**src/hw/rtl/mxdq_pkg.sv**
```systemverilog
// Package for the MXFP4 to BF16 dequantizer: BF16 constants and the E2M1 tables.
// Used by mxdq_conv and the testbench; depends on nothing.
`timescale 1ns / 1ps
package mxdq_pkg;
  localparam logic [7:0] SCALE_MAX = 8'd255;
  localparam logic [15:0] BF16_SIGN = 16'h8000;
  localparam logic [15:0] BF16_INF = 16'h7F80;

  function automatic logic [1:0] code_exp_ofs(input logic [2:0] mag);
    logic [1:0] r;
    case (mag)
      3'd4, 3'd5: r = 2'd1;
      3'd6, 3'd7: r = 2'd2;
      default: r = 2'd0;
    endcase
    return r;
  endfunction

  function automatic logic code_half(input logic [2:0] mag);
    return (mag == 3'd3) || (mag == 3'd5) || (mag == 3'd7);
  endfunction
endpackage

```
**src/hw/rtl/mxdq_conv.sv**
```systemverilog
// Converts one E2M1 nibble and an E8M0 scale to a BF16 bit pattern.
// Depends on mxdq_pkg.
`timescale 1ns / 1ps
module mxdq_conv (
  input  logic [3:0]  code,
  input  logic [7:0]  scale,
  output logic [15:0] value
);
  logic [2:0] mag;
  logic [9:0] e;
  logic [15:0] sgn;

  assign mag = code[2:0];
  assign sgn = code[3] ? mxdq_pkg::BF16_SIGN : 16'h0000;

  always_comb begin
    if (mag == 3'd1) begin
      e = {2'b00, scale} - 10'd1;
    end else begin
      e = {2'b00, scale} + {8'd0, mxdq_pkg::code_exp_ofs(mag)};
    end
    if (mag == 3'd0) begin
      value = 16'h0000;
    end else if (scale == 8'd0 || scale == mxdq_pkg::SCALE_MAX) begin
      value = sgn;
    end else if (e >= 10'd255 && !e[9]) begin
      value = sgn | mxdq_pkg::BF16_INF;
    end else if (e == 10'd0 || e[9]) begin
      value = sgn;
    end else begin
      value = sgn | {1'b0, e[7:0], mxdq_pkg::code_half(mag), 6'd0};
    end
  end
endmodule

```
**src/hw/rtl/mxfp4_block_dequant_to_bf16_core.sv**
```systemverilog
// MXFP4 block dequantizer, byte stream in, BF16 pairs out, one byte a cycle
// unless stalled. A stalled output holds one word in its register while the input
// keeps flowing whenever that register is empty or being taken. The word of a data
// byte is on the output in the next cycle. Scale bytes give no word.
// Depends on mxdq_conv.
`timescale 1ns / 1ps
module mxfp4_block_dequant_to_bf16_core #(
  parameter int ELEMENTS_PER_BLOCK = 32
) (
  input  logic        clk,
  input  logic        rst,
  input  logic        s_axis_tvalid,
  output logic        s_axis_tready,
  input  logic [7:0]  s_axis_tdata,   // stream_byte
  output logic        m_axis_tvalid,
  input  logic        m_axis_tready,
  output logic [31:0] m_axis_tdata,   // value_low [15:0], value_high [31:16]
  output logic        m_axis_tlast    // block_end
);
  localparam int DATA_BYTES = (ELEMENTS_PER_BLOCK + 1) / 2;
  localparam int POS_W = $clog2(DATA_BYTES + 1);

  logic [POS_W-1:0] byte_position;
  logic [7:0] block_scale;
  logic [15:0] lo, hi;
  logic acc, last;

  assign s_axis_tready = !m_axis_tvalid || m_axis_tready;
  assign acc = s_axis_tvalid && s_axis_tready;
  assign last = byte_position >= POS_W'(DATA_BYTES);

  mxdq_conv u_lo (.code(s_axis_tdata[3:0]), .scale(block_scale), .value(lo));
  mxdq_conv u_hi (.code(s_axis_tdata[7:4]), .scale(block_scale), .value(hi));

  always_ff @(posedge clk) begin
    if (rst) begin
      byte_position <= '0;
      block_scale <= '0;
      m_axis_tvalid <= 1'b0;
    end else begin
      if (m_axis_tready) begin
        m_axis_tvalid <= 1'b0;
      end
      if (acc) begin
        if (byte_position == '0) begin
          block_scale <= s_axis_tdata;
          byte_position <= POS_W'(1);
        end else begin
          m_axis_tvalid <= 1'b1;
          m_axis_tdata <= {hi, lo};
          m_axis_tlast <= last;
          byte_position <= last ? '0 : byte_position + POS_W'(1);
        end
      end
    end
  end
endmodule

```
**config.mk**
```make
export PLATFORM = sky130hd
export DESIGN_NAME = mxfp4_block_dequant_to_bf16_core
export DESIGN_NICKNAME = d
export VERILOG_FILES = /design/src/hw/rtl/mxdq_pkg.sv /design/src/hw/rtl/mxdq_conv.sv /design/src/hw/rtl/mxfp4_block_dequant_to_bf16_core.sv
export SDC_FILE = /design/constraint.sdc
export NUM_CORES = 1
export LEC_CHECK = 0
export ABC_CLOCK_PERIOD_IN_PS = 3900
export BUFFER_PORTS_ARGS = -buffer_cell sky130_fd_sc_hd__clkbuf_2
export CORE_ASPECT_RATIO = 1.25
export CORE_MARGIN = 4
export CORE_UTILIZATION = 45
export DETAILED_ROUTE_END_ITERATION = 10
export PLACE_DENSITY_LB_ADDON = 0.1
export SKIP_LAST_GASP = 1
export SLEW_MARGIN = 20
export SYNTH_ARGS = -nofsm -noshare
export SYNTH_HDL_FRONTEND = slang
export SYNTH_SLANG_ARGS = --single-unit
```
**constraint.sdc**
```tcl
create_clock -name clk -period 3.9 [get_ports clk]
set_input_delay 0.78 -clock clk [delete_from_list [all_inputs] [get_ports clk]]
set_output_delay 0.78 -clock clk [all_outputs]
set_load 0.01 [all_outputs]
```
==> flow_summary.ini <==
[placement]
gp_congestion = 0.841
portBuffers = 34
post-place-ws_ns = 0.887
dp_hpwl_microns = 4400

[yosys]
synth-edff-count = 21
ys_ff_latch = 35
synth_flop_cell = edfxtp_1
synthArstFlopShare_pct = 0
synth_area_per_cell_sq_um = 8.79
ys_types = 61
synth_warnings = 0
synth_area_sq_um = 2560
yosysSeqAreaShare_pct = 35.6
synthCells = 291

[sta]
worst_hold_slack_ns = 0.539
finalHoldViolCount = 0
skew_ns = 0.00325
slew_headroom_pct = 29.1
max_freq_mhz = 364
worstMarginPinSlew_ns = 1.06
fin_crit_sh_pct = 70.4
rsz0062_at_grt = false
period_needed_ns = 2.75
setup_viol_count_final = 0
setup_slack_ns = 1.15
report.final.slew_viol_count = 0
finalSetupTns_ns = 0

[hold_path]
hold_path_class = reg -> reg

[floorplan]
die_area_sq_um = 6960
placeableCoreArea_sq_um = 5480
rows = 30
die_y_microns = 92.3
io_pins = 47
start_util_pct = 46.7
die_w_microns = 75.4

[routing]
drt_wl_total_microns = 5850
drtAntennaViolNets = 0
firstDrtPassIters = 4
vias = 2166
routed_via_density = 5.72
wire_per_inst_microns = 15.4
drc = 0
drtIter0Drc = 174

[global_routing]
grt_pass1_vias = 1947
grt-busiest-layer = met2
grt_util_met1_pct = 22.0
overflow = 0
grt_antenna_before_repair = 0
gr-usage-met2_pct = 29.5
grt_max_degree = 22
grt_util_met3_pct = 3.07
grt_usage_pct = 17.5
grt_pass1_wl_microns = 9480

[setup_path]
path_class = in -> reg
crit_arrival_ns = 2.79
crit_path_end_kind = flip-flop
crit_required_ns = 3.94
startpoint_type = primary input
path_max_fanout = 9

[clock_tree]
cts_resized = 0
htreeDepth = 2
cts_tree = built
insertion_delay_ns = 0.28
clk_path_buf_depth = 2
cts_root_buffer = clkbuf_8
cts_hold_buffers = 0
numCtsBuffers = 5
cts_setup_buffers = 0
cts_num_sinks = 35
path_clk_slew_ns = 0.07

[layout]
drive_gt1_share_pct = 20.3
final_core_util_pct = 50.7
areaGrowthSynthToFinish_pct = 8.66
num_antenna_cells = 0
nNetsFinal = 336

[pwr]
ir_drop_mv = 0.144
pwr_density_cell_nw_per_um2 = 326
leakagePower_nw = 1.04

[run_status]
status = finished clean

[run]
maxCapViolCount = 0
[worst paths after layout]
check / cells after the start / endpoint / startpoint / slack [ns]
worst max-delay path: 10 / m_axis_tdata[6] / s_axis_tdata[2] / 1.15
worst min-delay path: 2 / byte_position[0] / byte_position[0] / 0.54
worst max register to register: 7 / m_axis_tdata[8] / block_scale[0] / 1.26
worst min register to register: 2 / byte_position[0] / byte_position[0] / 0.54
[final cells by class]
cell class	instances	area (sq um)
clock inverter	1	5.00
clock buffer	7	76.3
multi-input combinational	228	1480
timing repair buffer	39	208
inverter	5	18.8
fill	544	2700
tap	64	80.1
sequential	35	911
[power breakdown]
part	leakage [nW]	internal, mW	total, mW	switching (mW)
sequential	0.305	0.412	0.431	0.0189
clock	0.0422	0.125	0.251	0.125
combinational	0.694	0.0855	0.226	0.140
[cell families (layout without fill, tap and decap cells)]
family | after synthesis | in the layout | synth area share [%]
xor+xnor | 6 | 6 | 2.06
mux | 3 | 3 | 1.37
other cells | 1 | 12 | 0.147
simple gates | 129 | 129 | 29.1
flops | 35 | 35 | 35.6
compound gates | 68 | 68 | 17.3
fa+ha+maj | 10 | 10 | 5.48
buf+inv | 39 | 52 | 8.90
[cells in the final DEF, fill, tap and decap left out, drive strengths merged, types with 4 or more instances in the layout]
cell type | synthesis | routed
inv | 5 | 5
nand2 | 25 | 25
a21oi | 30 | 30
and2 | 4 | 4
nor2 | 24 | 24
nor4 | 9 | 9
clkbuf | 7 | 41
buf | 27 | 5
o22ai | 4 | 4
nor3b | 4 | 4
edfxtp | 21 | 21
nor3 | 14 | 14
nand3 | 18 | 18
nand2b | 9 | 9
conb | 1 | 12
o21ai | 7 | 7
a211oi | 5 | 5
or3b | 4 | 4
o31ai | 4 | 4
dfxtp | 14 | 14
ha | 8 | 8
[metrics by stage]
step | area, sq um | power (mW) | std cells
6_report | 2780 | 0.907 | 379
5_1_grt | 2780 | 0.960 | 379
2_1_floorplan | 2600 | 0.613 | 302
4_1_cts | 2770 | 0.912 | 379
3_5_place_dp | 2690 | 0.661 | 371
3_3_place_gp | 2690 | 0.660 | 371
[worst max-delay path, cell delays in order]
cell and delay (ns):
clkbuf_2 0.19, nor2b_1 0.16, ha_1 0.19, fa_1 0.25
nand3_1 0.16, nor2_1 0.27, a31oi_1 0.14, xnor2_1 0.32
nand4b_1 0.17, o211a_1 0.15
[cell usage after synthesis, drive strengths merged, types with 5 or more instances]
cell | n | area [sq um]
edfxtp | 21 | 631
nor4 | 9 | 75.1
dfxtp | 14 | 280
nor3 | 14 | 75.1
a211oi | 5 | 42.5
clkbuf | 7 | 26.3
ha | 8 | 100
a21oi | 30 | 150
o21ai | 7 | 35.0
inv | 5 | 18.8
nand2 | 25 | 93.8
nor2 | 24 | 100
nand2b | 9 | 56.3
buf | 27 | 183
nand3 | 18 | 90.1
[per-layer routing]
layer	wire length, microns	vias to the layer above
met5	0	-
met2	2990	58
li1	-	1081
met3	266	14
met4	148	0
met1	2440	1013
[registers in the layout, indices dropped and copies added, names as in the netlist]
register,cells
byte_position,5
m_axis_tvalid,1
m_axis_tlast,1
block_scale,8
m_axis_tdata,20
(Power assumes the default switching activity.)
